--- src/hw/rtl/pst_pkg.sv ---
// Shared types and constants for the process slot table.
package pst_pkg;

  localparam int SLOT_BITS    = 4;
  localparam int NUM_SLOTS    = 1 << SLOT_BITS;
  localparam int MAX_GEN_BITS = 16;
  localparam int HANDLE_W     = MAX_GEN_BITS + SLOT_BITS;
  localparam int LIVE_W       = SLOT_BITS + 1;
  localparam int GEN_CFG_W    = 5;
  localparam int DUR_W        = 32;
  localparam int ELAPSED_W    = 31;

  localparam logic [2:0] OP_ALLOC   = 3'd0;
  localparam logic [2:0] OP_RELEASE = 3'd1;
  localparam logic [2:0] OP_SLEEP   = 3'd2;
  localparam logic [2:0] OP_WAIT    = 3'd3;
  localparam logic [2:0] OP_MESSAGE = 3'd4;
  localparam logic [2:0] OP_TICK    = 3'd5;

  localparam logic [1:0] STATUS_ALLOCATED = 2'd0;
  localparam logic [1:0] STATUS_FULL      = 2'd1;
  localparam logic [1:0] STATUS_WOKEN     = 2'd2;
  localparam logic [1:0] STATUS_DONE      = 2'd3;

  localparam logic REG_GEN_BITS = 1'b0;

  typedef enum logic [2:0] {
    CMD_ALLOC,
    CMD_RELEASE,
    CMD_SLEEP,
    CMD_WAIT,
    CMD_MESSAGE,
    CMD_TICK,
    CMD_NONE
  } cmd_t;

  typedef enum logic [2:0] {
    BK_IDLE,
    BK_ALLOC,
    BK_SLOT_OP,
    BK_TICK,
    BK_TICK_END
  } back_state_t;

  typedef struct packed {
    cmd_t                        cmd;
    logic [SLOT_BITS-1:0]        slot;
    logic signed [DUR_W-1:0]     duration;
    logic [ELAPSED_W-1:0]        elapsed;
  } item_t;

  typedef struct packed {
    logic [1:0]           status;
    logic [HANDLE_W-1:0]  handle;
    logic [SLOT_BITS-1:0] woken_slot;
    logic [LIVE_W-1:0]    live_count;
    logic                 last;
  } result_t;

endpackage

--- src/hw/rtl/pst_front.sv ---
// Front end: accepts requests, decodes the operation and queues them for the back end.
module pst_front (
  input  logic                                clk,
  input  logic                                rst,
  input  logic                                request_valid,
  output logic                                request_stall,
  input  logic [2:0]                          operation,
  input  logic [pst_pkg::SLOT_BITS-1:0]       slot,
  input  logic signed [pst_pkg::DUR_W-1:0]    duration,
  input  logic [pst_pkg::ELAPSED_W-1:0]       elapsed,
  output logic                                item_valid,
  output pst_pkg::item_t                      item,
  input  logic                                item_pop
);

  pst_pkg::item_t queue [2];
  logic           wr_ptr;
  logic           rd_ptr;
  logic [1:0]     count;
  pst_pkg::cmd_t  cmd;
  logic           push;

  always_comb begin
    unique case (operation)
      pst_pkg::OP_ALLOC:   cmd = pst_pkg::CMD_ALLOC;
      pst_pkg::OP_RELEASE: cmd = pst_pkg::CMD_RELEASE;
      pst_pkg::OP_SLEEP:   cmd = pst_pkg::CMD_SLEEP;
      pst_pkg::OP_WAIT:    cmd = pst_pkg::CMD_WAIT;
      pst_pkg::OP_MESSAGE: cmd = pst_pkg::CMD_MESSAGE;
      pst_pkg::OP_TICK:    cmd = pst_pkg::CMD_TICK;
      default:             cmd = pst_pkg::CMD_NONE;
    endcase
  end

  assign request_stall = (count == 2'd2);
  assign push          = request_valid && !request_stall;
  assign item_valid    = (count != 2'd0);
  assign item          = queue[rd_ptr];

  always_ff @(posedge clk) begin
    if (rst) begin
      wr_ptr <= 1'b0;
      rd_ptr <= 1'b0;
      count  <= 2'd0;
    end else begin
      if (push) begin
        queue[wr_ptr] <= '{cmd: cmd, slot: slot, duration: duration, elapsed: elapsed};
        wr_ptr        <= ~wr_ptr;
      end
      if (item_pop) begin
        rd_ptr <= ~rd_ptr;
      end
      count <= count + {1'b0, push} - {1'b0, item_pop};
    end
  end

endmodule

--- src/hw/rtl/pst_back.sv ---
// Back end: slot table, allocation scan, timer sweep and the result register.
module pst_back (
  input  logic                                  clk,
  input  logic                                  rst,
  input  logic [pst_pkg::GEN_CFG_W-1:0]         generation_bits,
  input  logic                                  item_valid,
  input  pst_pkg::item_t                        item,
  output logic                                  item_pop,
  output logic                                  result_valid,
  input  logic                                  result_stall,
  output pst_pkg::result_t                      result
);

  localparam logic [pst_pkg::SLOT_BITS-1:0] LAST_SLOT =
    pst_pkg::SLOT_BITS'(pst_pkg::NUM_SLOTS - 1);

  pst_pkg::back_state_t state;
  pst_pkg::back_state_t state_next;

  logic                               dead      [pst_pkg::NUM_SLOTS];
  logic [pst_pkg::MAX_GEN_BITS-1:0]   gen       [pst_pkg::NUM_SLOTS];
  logic                               waiting   [pst_pkg::NUM_SLOTS];
  logic signed [pst_pkg::DUR_W-1:0]   remaining [pst_pkg::NUM_SLOTS];
  logic                               on_msg    [pst_pkg::NUM_SLOTS];

  pst_pkg::item_t                     cur;
  logic [pst_pkg::SLOT_BITS-1:0]      idx;
  logic [pst_pkg::SLOT_BITS-1:0]      visited;
  logic [pst_pkg::SLOT_BITS-1:0]      scan_start;
  logic [pst_pkg::LIVE_W-1:0]         live;
  logic                               pend_v;
  logic [pst_pkg::SLOT_BITS-1:0]      pend_slot;

  logic                               out_free;
  logic                               emit;
  pst_pkg::result_t                   res;
  logic                               tick_step;
  logic                               expire;
  logic signed [pst_pkg::DUR_W:0]     diff;
  logic [pst_pkg::MAX_GEN_BITS-1:0]   gmask;
  logic [pst_pkg::MAX_GEN_BITS-1:0]   gen_new;
  logic                               cur_dead;
  logic                               cur_parked;

  function automatic logic [pst_pkg::MAX_GEN_BITS-1:0] gen_mask(
    input logic [pst_pkg::GEN_CFG_W-1:0] bits
  );
    logic [pst_pkg::GEN_CFG_W-1:0]    b;
    logic [pst_pkg::MAX_GEN_BITS-1:0] m;
    b = bits;
    if (b == '0) b = pst_pkg::GEN_CFG_W'(1);
    if (b > pst_pkg::GEN_CFG_W'(pst_pkg::MAX_GEN_BITS)) begin
      b = pst_pkg::GEN_CFG_W'(pst_pkg::MAX_GEN_BITS);
    end
    for (int k = 0; k < pst_pkg::MAX_GEN_BITS; k++) begin
      m[k] = (pst_pkg::GEN_CFG_W'(k) < b);
    end
    return m;
  endfunction

  assign out_free   = !result_valid || !result_stall;
  assign cur_dead   = dead[idx];
  assign cur_parked = waiting[idx] && !remaining[idx][pst_pkg::DUR_W-1];
  assign diff       = {remaining[idx][pst_pkg::DUR_W-1], remaining[idx]}
                    - {2'b00, cur.elapsed};
  assign expire     = cur_parked && (diff[pst_pkg::DUR_W] || diff == '0);
  assign gmask      = gen_mask(generation_bits);
  assign gen_new    = ((gen[idx] & gmask) + 1'b1) & gmask;
  assign tick_step  = (state == pst_pkg::BK_TICK) && !(expire && pend_v && !out_free);

  always_comb begin
    state_next = state;
    unique case (state)
      pst_pkg::BK_IDLE: begin
        if (item_valid) begin
          if (item.cmd == pst_pkg::CMD_ALLOC) begin
            state_next = pst_pkg::BK_ALLOC;
          end else if (item.cmd == pst_pkg::CMD_TICK) begin
            state_next = pst_pkg::BK_TICK;
          end else begin
            state_next = pst_pkg::BK_SLOT_OP;
          end
        end
      end
      pst_pkg::BK_ALLOC: begin
        if (out_free && (cur_dead || visited == LAST_SLOT)) state_next = pst_pkg::BK_IDLE;
      end
      pst_pkg::BK_SLOT_OP: begin
        if (out_free) state_next = pst_pkg::BK_IDLE;
      end
      pst_pkg::BK_TICK: begin
        if (tick_step && idx == LAST_SLOT) state_next = pst_pkg::BK_TICK_END;
      end
      pst_pkg::BK_TICK_END: begin
        if (out_free) state_next = pst_pkg::BK_IDLE;
      end
      default: state_next = pst_pkg::BK_IDLE;
    endcase
  end

  always_comb begin
    item_pop = 1'b0;
    emit     = 1'b0;
    res      = '{status: pst_pkg::STATUS_DONE, handle: '0, woken_slot: '0,
                 live_count: live, last: 1'b1};
    unique case (state)
      pst_pkg::BK_IDLE: begin
        item_pop = item_valid;
      end
      pst_pkg::BK_ALLOC: begin
        if (out_free && cur_dead) begin
          emit           = 1'b1;
          res.status     = pst_pkg::STATUS_ALLOCATED;
          res.handle     = {gen_new, idx};
          res.woken_slot = idx;
          res.live_count = live + 1'b1;
        end else if (out_free && visited == LAST_SLOT) begin
          emit       = 1'b1;
          res.status = pst_pkg::STATUS_FULL;
        end
      end
      pst_pkg::BK_SLOT_OP: begin
        emit = out_free;
        if (cur.cmd == pst_pkg::CMD_RELEASE && !cur_dead) begin
          res.live_count = live - 1'b1;
        end
        if (cur.cmd == pst_pkg::CMD_MESSAGE && !cur_dead && waiting[idx] && on_msg[idx]) begin
          res.status     = pst_pkg::STATUS_WOKEN;
          res.woken_slot = idx;
        end
      end
      pst_pkg::BK_TICK: begin
        if (tick_step && expire && pend_v) begin
          emit           = 1'b1;
          res.status     = pst_pkg::STATUS_WOKEN;
          res.woken_slot = pend_slot;
          res.last       = 1'b0;
        end
      end
      pst_pkg::BK_TICK_END: begin
        emit = out_free;
        if (pend_v) begin
          res.status     = pst_pkg::STATUS_WOKEN;
          res.woken_slot = pend_slot;
        end
      end
      default: begin
        item_pop = 1'b0;
      end
    endcase
  end

  always_ff @(posedge clk) begin
    if (rst) begin
      state        <= pst_pkg::BK_IDLE;
      scan_start   <= '0;
      live         <= '0;
      result_valid <= 1'b0;
      pend_v       <= 1'b0;
      for (int s = 0; s < pst_pkg::NUM_SLOTS; s++) begin
        dead[s]      <= 1'b1;
        gen[s]       <= '0;
        waiting[s]   <= 1'b0;
        remaining[s] <= '0;
        on_msg[s]    <= 1'b0;
      end
    end else begin
      state <= state_next;
      if (emit) begin
        result_valid <= 1'b1;
        result       <= res;
      end else if (result_valid && !result_stall) begin
        result_valid <= 1'b0;
      end
      if (item_pop) begin
        cur     <= item;
        visited <= '0;
        pend_v  <= 1'b0;
        if (item.cmd == pst_pkg::CMD_ALLOC) begin
          idx <= scan_start;
        end else if (item.cmd == pst_pkg::CMD_TICK) begin
          idx <= '0;
        end else begin
          idx <= item.slot;
        end
      end
      case (state)
        pst_pkg::BK_ALLOC: begin
          if (cur_dead) begin
            if (out_free) begin
              gen[idx]       <= gen_new;
              dead[idx]      <= 1'b0;
              waiting[idx]   <= 1'b0;
              remaining[idx] <= '0;
              on_msg[idx]    <= 1'b0;
              live           <= live + 1'b1;
              scan_start     <= idx + 1'b1;
            end
          end else if (visited != LAST_SLOT) begin
            idx     <= idx + 1'b1;
            visited <= visited + 1'b1;
          end
        end
        pst_pkg::BK_SLOT_OP: begin
          if (out_free && !cur_dead) begin
            case (cur.cmd)
              pst_pkg::CMD_RELEASE: begin
                dead[idx]      <= 1'b1;
                waiting[idx]   <= 1'b0;
                remaining[idx] <= '0;
                on_msg[idx]    <= 1'b0;
                live           <= live - 1'b1;
              end
              pst_pkg::CMD_SLEEP, pst_pkg::CMD_WAIT: begin
                waiting[idx]   <= 1'b1;
                remaining[idx] <= cur.duration;
                on_msg[idx]    <= (cur.cmd == pst_pkg::CMD_WAIT);
              end
              pst_pkg::CMD_MESSAGE: begin
                if (waiting[idx] && on_msg[idx]) begin
                  waiting[idx]   <= 1'b0;
                  remaining[idx] <= '0;
                  on_msg[idx]    <= 1'b0;
                end
              end
              default: begin
                pend_v <= 1'b0;
              end
            endcase
          end
        end
        pst_pkg::BK_TICK: begin
          if (tick_step) begin
            if (expire) begin
              waiting[idx]   <= 1'b0;
              remaining[idx] <= '0;
              on_msg[idx]    <= 1'b0;
              pend_v         <= 1'b1;
              pend_slot      <= idx;
            end else if (cur_parked) begin
              remaining[idx] <= diff[pst_pkg::DUR_W-1:0];
            end
            idx <= idx + 1'b1;
          end
        end
        pst_pkg::BK_TICK_END: begin
          if (out_free) pend_v <= 1'b0;
        end
        default: begin
        end
      endcase
    end
  end

endmodule

--- src/hw/rtl/process_slot_table_with_wait_timers.sv ---
// Top level of the process slot table with wait timers.
// Requests enter a two-deep queue and are carried out one at a time by the back end, which
// owns the sixteen-slot table and a one-result output register. Release, sleep, wait,
// message and unused codes are popped in the idle state and answered from the slot-op state.
// Alloc walks the slots round-robin from the scan pointer, one slot per cycle. Tick sweeps
// all sixteen slots, one per cycle; each woken slot gives one result, the last one marked,
// and a sweep that wakes none gives a single done result. A stalled result holds the sweep
// only when a second wake is found while the previous one is still waiting to be delivered.
module process_slot_table_with_wait_timers (
  input  logic                                clk,
  input  logic                                rst,
  input  logic                                psel,
  input  logic                                penable,
  input  logic                                pwrite,
  input  logic [2:0]                          paddr,
  input  logic [31:0]                         pwdata,
  output logic [31:0]                         prdata,
  output logic                                pready,
  input  logic                                request_valid,
  output logic                                request_stall,
  input  logic [2:0]                          operation,
  input  logic [pst_pkg::SLOT_BITS-1:0]       slot,
  input  logic signed [pst_pkg::DUR_W-1:0]    duration,
  input  logic [pst_pkg::ELAPSED_W-1:0]       elapsed,
  output logic                                result_valid,
  input  logic                                result_stall,
  output logic [1:0]                          status,
  output logic [pst_pkg::HANDLE_W-1:0]        handle,
  output logic [pst_pkg::SLOT_BITS-1:0]       woken_slot,
  output logic [pst_pkg::LIVE_W-1:0]          live_count,
  output logic                                last
);

  logic [pst_pkg::GEN_CFG_W-1:0] generation_bits;
  logic                          item_valid;
  logic                          item_pop;
  pst_pkg::item_t                item;
  pst_pkg::result_t              result;

  assign pready = 1'b1;
  assign prdata = (paddr[2] == pst_pkg::REG_GEN_BITS)
                ? {{(32 - pst_pkg::GEN_CFG_W){1'b0}}, generation_bits} : 32'd0;

  always_ff @(posedge clk) begin
    if (rst) begin
      generation_bits <= pst_pkg::GEN_CFG_W'(8);
    end else if (psel && penable && pwrite && pready && paddr[2] == pst_pkg::REG_GEN_BITS) begin
      generation_bits <= pwdata[pst_pkg::GEN_CFG_W-1:0];
    end
  end

  pst_front u_front (
    .clk           (clk),
    .rst           (rst),
    .request_valid (request_valid),
    .request_stall (request_stall),
    .operation     (operation),
    .slot          (slot),
    .duration      (duration),
    .elapsed       (elapsed),
    .item_valid    (item_valid),
    .item          (item),
    .item_pop      (item_pop)
  );

  pst_back u_back (
    .clk             (clk),
    .rst             (rst),
    .generation_bits (generation_bits),
    .item_valid      (item_valid),
    .item            (item),
    .item_pop        (item_pop),
    .result_valid    (result_valid),
    .result_stall    (result_stall),
    .result          (result)
  );

  assign status     = result.status;
  assign handle     = result.handle;
  assign woken_slot = result.woken_slot;
  assign live_count = result.live_count;
  assign last       = result.last;

endmodule

--- config.mk ---
export PLATFORM = sky130hd
export DESIGN_NAME = process_slot_table_with_wait_timers
export DESIGN_NICKNAME = d
export VERILOG_FILES = /design/src/hw/rtl/pst_pkg.sv /design/src/hw/rtl/pst_front.sv /design/src/hw/rtl/pst_back.sv /design/src/hw/rtl/process_slot_table_with_wait_timers.sv
export SDC_FILE = /design/constraint.sdc
export NUM_CORES = 2
export LEC_CHECK = 0
export ABC_CLOCK_PERIOD_IN_PS = 8400
export BUFFER_PORTS_ARGS = -buffer_cell sky130_fd_sc_hd__buf_4
export CAP_MARGIN = 20
export CORE_MARGIN = 8
export CORE_UTILIZATION = 35
export CTS_CLUSTER_SIZE = 30
export DETAILED_ROUTE_END_ITERATION = 7
export HOLD_SLACK_MARGIN = 0.05
export PLACE_DENSITY_LB_ADDON = 0.3
export SYNTH_ARGS = -nofsm -noshare
export SYNTH_HDL_FRONTEND = slang
export SYNTH_SLANG_ARGS = --single-unit
--- constraint.sdc ---
create_clock -name clk -period 8.4 [get_ports clk]
set_input_delay 1.26 -clock clk [delete_from_list [all_inputs] [get_ports clk]]
set_output_delay 1.26 -clock clk [all_outputs]
set_load 0.01 [all_outputs]
==> impl_results.md <==
- Status: completed
- Fill cell count: 13,200
- Synth area leader: edfxtp_1
- Largest net degree at the start of global routing: 183
- Final ANT Viol Nets: 0
- Slew headroom: 0.255
- Routed WL: 136 mm
- Vias: 30,000
- Final worst-path cycle share: 0.929
- Crit path max fanout: 72
- Die area: 154,000 µm²
- CTS Buffer Depth: 3
- Area post-placement: 52,700 µm²
- DRC: 0
- R2R cell count: 18
- Worst-path clk slew: 60 ps
- Vias in the first global route: 30,200
- I/O pins: 179
- Fin. Hold Viols: 0
- Final setup viols: 0
- Critical path class: flip-flop to flip-flop
- CP startpoint kind: flip-flop
- Post-Syn Instances: 3,448
- DP HPWL: 79.3 mm
- Commonest non-fill, non-tap cell in the layout: edfxtp_1
- CTS tree: done
- Multi-input gate area: 15,800 µm²
- Number of synthesized flops with an enable pin: 1,050
- PortBufs: 121
- Antenna fix cells: 0
- Htree depth: 3
- Final slew viol count: 0
- Seq/Total Area, Yosys: 0.653
- Area Overhead vs Synth: 13.4%
- Slew of the pin with the lowest slew margin: 1110 ps
- Reg2reg setup slack: 590 ps
- First-pass GRT wire length: 200 mm
- Core area: 141,000 µm²
- Final nets: 3,622
- Hold_buf cts: 0
- Seq cells post-synth: 1,094
- Initial antenna violation count: 1
- Clock root buffer: clkbuf_16
- DR vias/cell: 5.49
- Die Wd: 393 µm
- Sink Count: 1,094
- Layout cells sized above 1: 0.226
- Die Ht: 393 µm
- Synth top area share: 0.635
- Mean Syn Cell Area: 14.4 µm²
- Std cell rows: 138
- Ys Warns: 0
- GRT Total Usage: 0.173
- Fin Setup TNS: 0 ps
- Ys flop type: edfxtp_1
- Starting Density: 0.352
- Critical Path End Type: flip-flop
- FF+latch area: 32,400 µm²
- Crit path DAT: 8270 ps
- WHS Path Cells: 2
- Synth Cell Area: 49,700 µm²
- Max VDD drop: 0.215 mV
- Worst-Skew Late Latency: 760 ps
- Req. time, crit path: 8860 ps
- Power per Cell Area: 328 nW/µm²
- Post-route minimum period: 7810 ps
- DRT iter0 DRCs: 2,809
- Post-synth cell types: 84
- DR pass1 iterations: 8
- Class of the worst hold path: flip-flop to flip-flop
- Static Leak: 18.3 nW
- Grt ovf: 0
- Cell area after layout: 56,300 µm²
- F_max: 128 MHz
- TritonCTS Buffers: 114
- Gates resized, CTS repair: 0
- GP Congestion: 0.870
- Post-route clock skew: 48.6 ps
- Setup bufs post-CTS: 0
- RSZ-0062 raised after global routing: no
- Post-synth ARST share: 0
- Max Cap Viol: 0
- Largest cells by area after synthesis: edfxtp_1 64%, mux4_2 11%, nor3_1 5.3%
- DR WL/cell: 24.9 µm
- Commonest cells after routing, fill and taps aside: 1,050 x edfxtp_1, 526 x nor3_1, 387 x nor2_1
[stage by stage]
stage               hold WS, ps  power, mW  worst slack [ps]   util  cells
detailed placement          458       13.7               822  0.373   5241
global placement            446       13.6               800  0.373   5240
finish                      469       18.5               594  0.399   5453
global route                492       19.3               290  0.399   5453
CTS                         467       18.5               773  0.398   5452
floorplan                   424       11.4              59.5      -   3474
[worst max-delay path, cell delays in order, from the launching register on]
cell	delay, ps
dfxtp_4	700
buf_4	330
mux4_2	530
mux4_2	570
ha_1	520
a311oi_1	150
o31ai_1	850
o21ai_0	380
a222oi_1	640
o2111ai_1	260
nor4_1	290
and4b_1	300
buf_4	260
o21ai_1	130
a21oi_4	510
buf_4	270
buf_12	250
buf_12	340
nor3_1	120
[layout make-up]
class / count / area share
clock buffers: 146 / 0.0532
clock inverters: 65 / 0.0100
inverters: 49 / 0.00331
multi-input cells: 1977 / 0.281
flip-flops and latches: 1094 / 0.576
well taps: 1890 / 0.0420
repair buffers: 232 / 0.0347
[state kept, by name (all words and copies together) (netlist names), 4 cells and up, named ones only]
| name | flops |
|---|---|
| u_back.remaining | 512 |
| u_back.gen | 256 |
| u_front.queue | 140 |
| u_back.cur | 66 |
| u_back.result | 32 |
| u_back.dead | 16 |
| u_back.on_msg | 16 |
| u_back.waiting | 16 |
| generation_bits | 5 |
| u_back.live | 5 |
| u_back.idx | 4 |
| u_back.pend_slot | 4 |
| u_back.scan_start | 4 |
| u_back.visited | 4 |
[final timing paths]
path                                     start                                    to
max                                  flip-flop  u_back.remaining[6][7]$_SDFFCE_PN0P_
max reg2reg                          flip-flop  u_back.remaining[6][7]$_SDFFCE_PN0P_
min          u_back.scan_start[1]$_SDFFE_PP0P_     u_back.scan_start[1]$_SDFFE_PP0P_
min reg2reg  u_back.scan_start[1]$_SDFFE_PP0P_     u_back.scan_start[1]$_SDFFE_PP0P_
[where the power goes]
part / leakage [nW] / internal, mW / switching [mW]
sequential: 10.9 / 6.43 / 0.361
combinational: 5.65 / 2.60 / 4.23
clock: 1.75 / 2.68 / 2.19
total: 18.3 / 11.7 / 6.78
[metal layers]
layer,track usage,wire (µm),vias up
met5,0,0,-
met4,0.0402,2580,0
met3,0.0319,9860,159
met2,0.285,65900,1083
met1,0.237,57400,15500
li1,-,-,13200
[cells in the mapped netlist, drive strengths merged, types with 27 or more instances]
| cell type | n |
|---|---|
| a22oi | 27 |
| nand3 | 30 |
| edfxtp | 1050 |
| ha | 41 |
| nor3 | 533 |
| buf | 157 |
| nand2 | 108 |
| clkbuf | 197 |
| inv | 48 |
| nor2 | 387 |
| mux2 | 78 |
| dfxtp | 44 |
| o21ai | 93 |
| xnor2 | 31 |
| mux4 | 250 |
| a21oi | 62 |
[cell families after synthesis]
| family | after synthesis | share of synthesized area |
|---|---|---|
| AOI/OAI and AO/OA | 320 | 0.0439 |
| xor gates and xnor gates | 52 | 0.00917 |
| adders and majority gates | 42 | 0.0107 |
| buffers and inverters | 403 | 0.0363 |
| DFF | 1094 | 0.653 |
| muxes | 344 | 0.134 |
| other | 2 | 0.000151 |
| and+or+nand+nor | 1191 | 0.113 |
No activity file was read; power rests on OpenSTA's default activity.
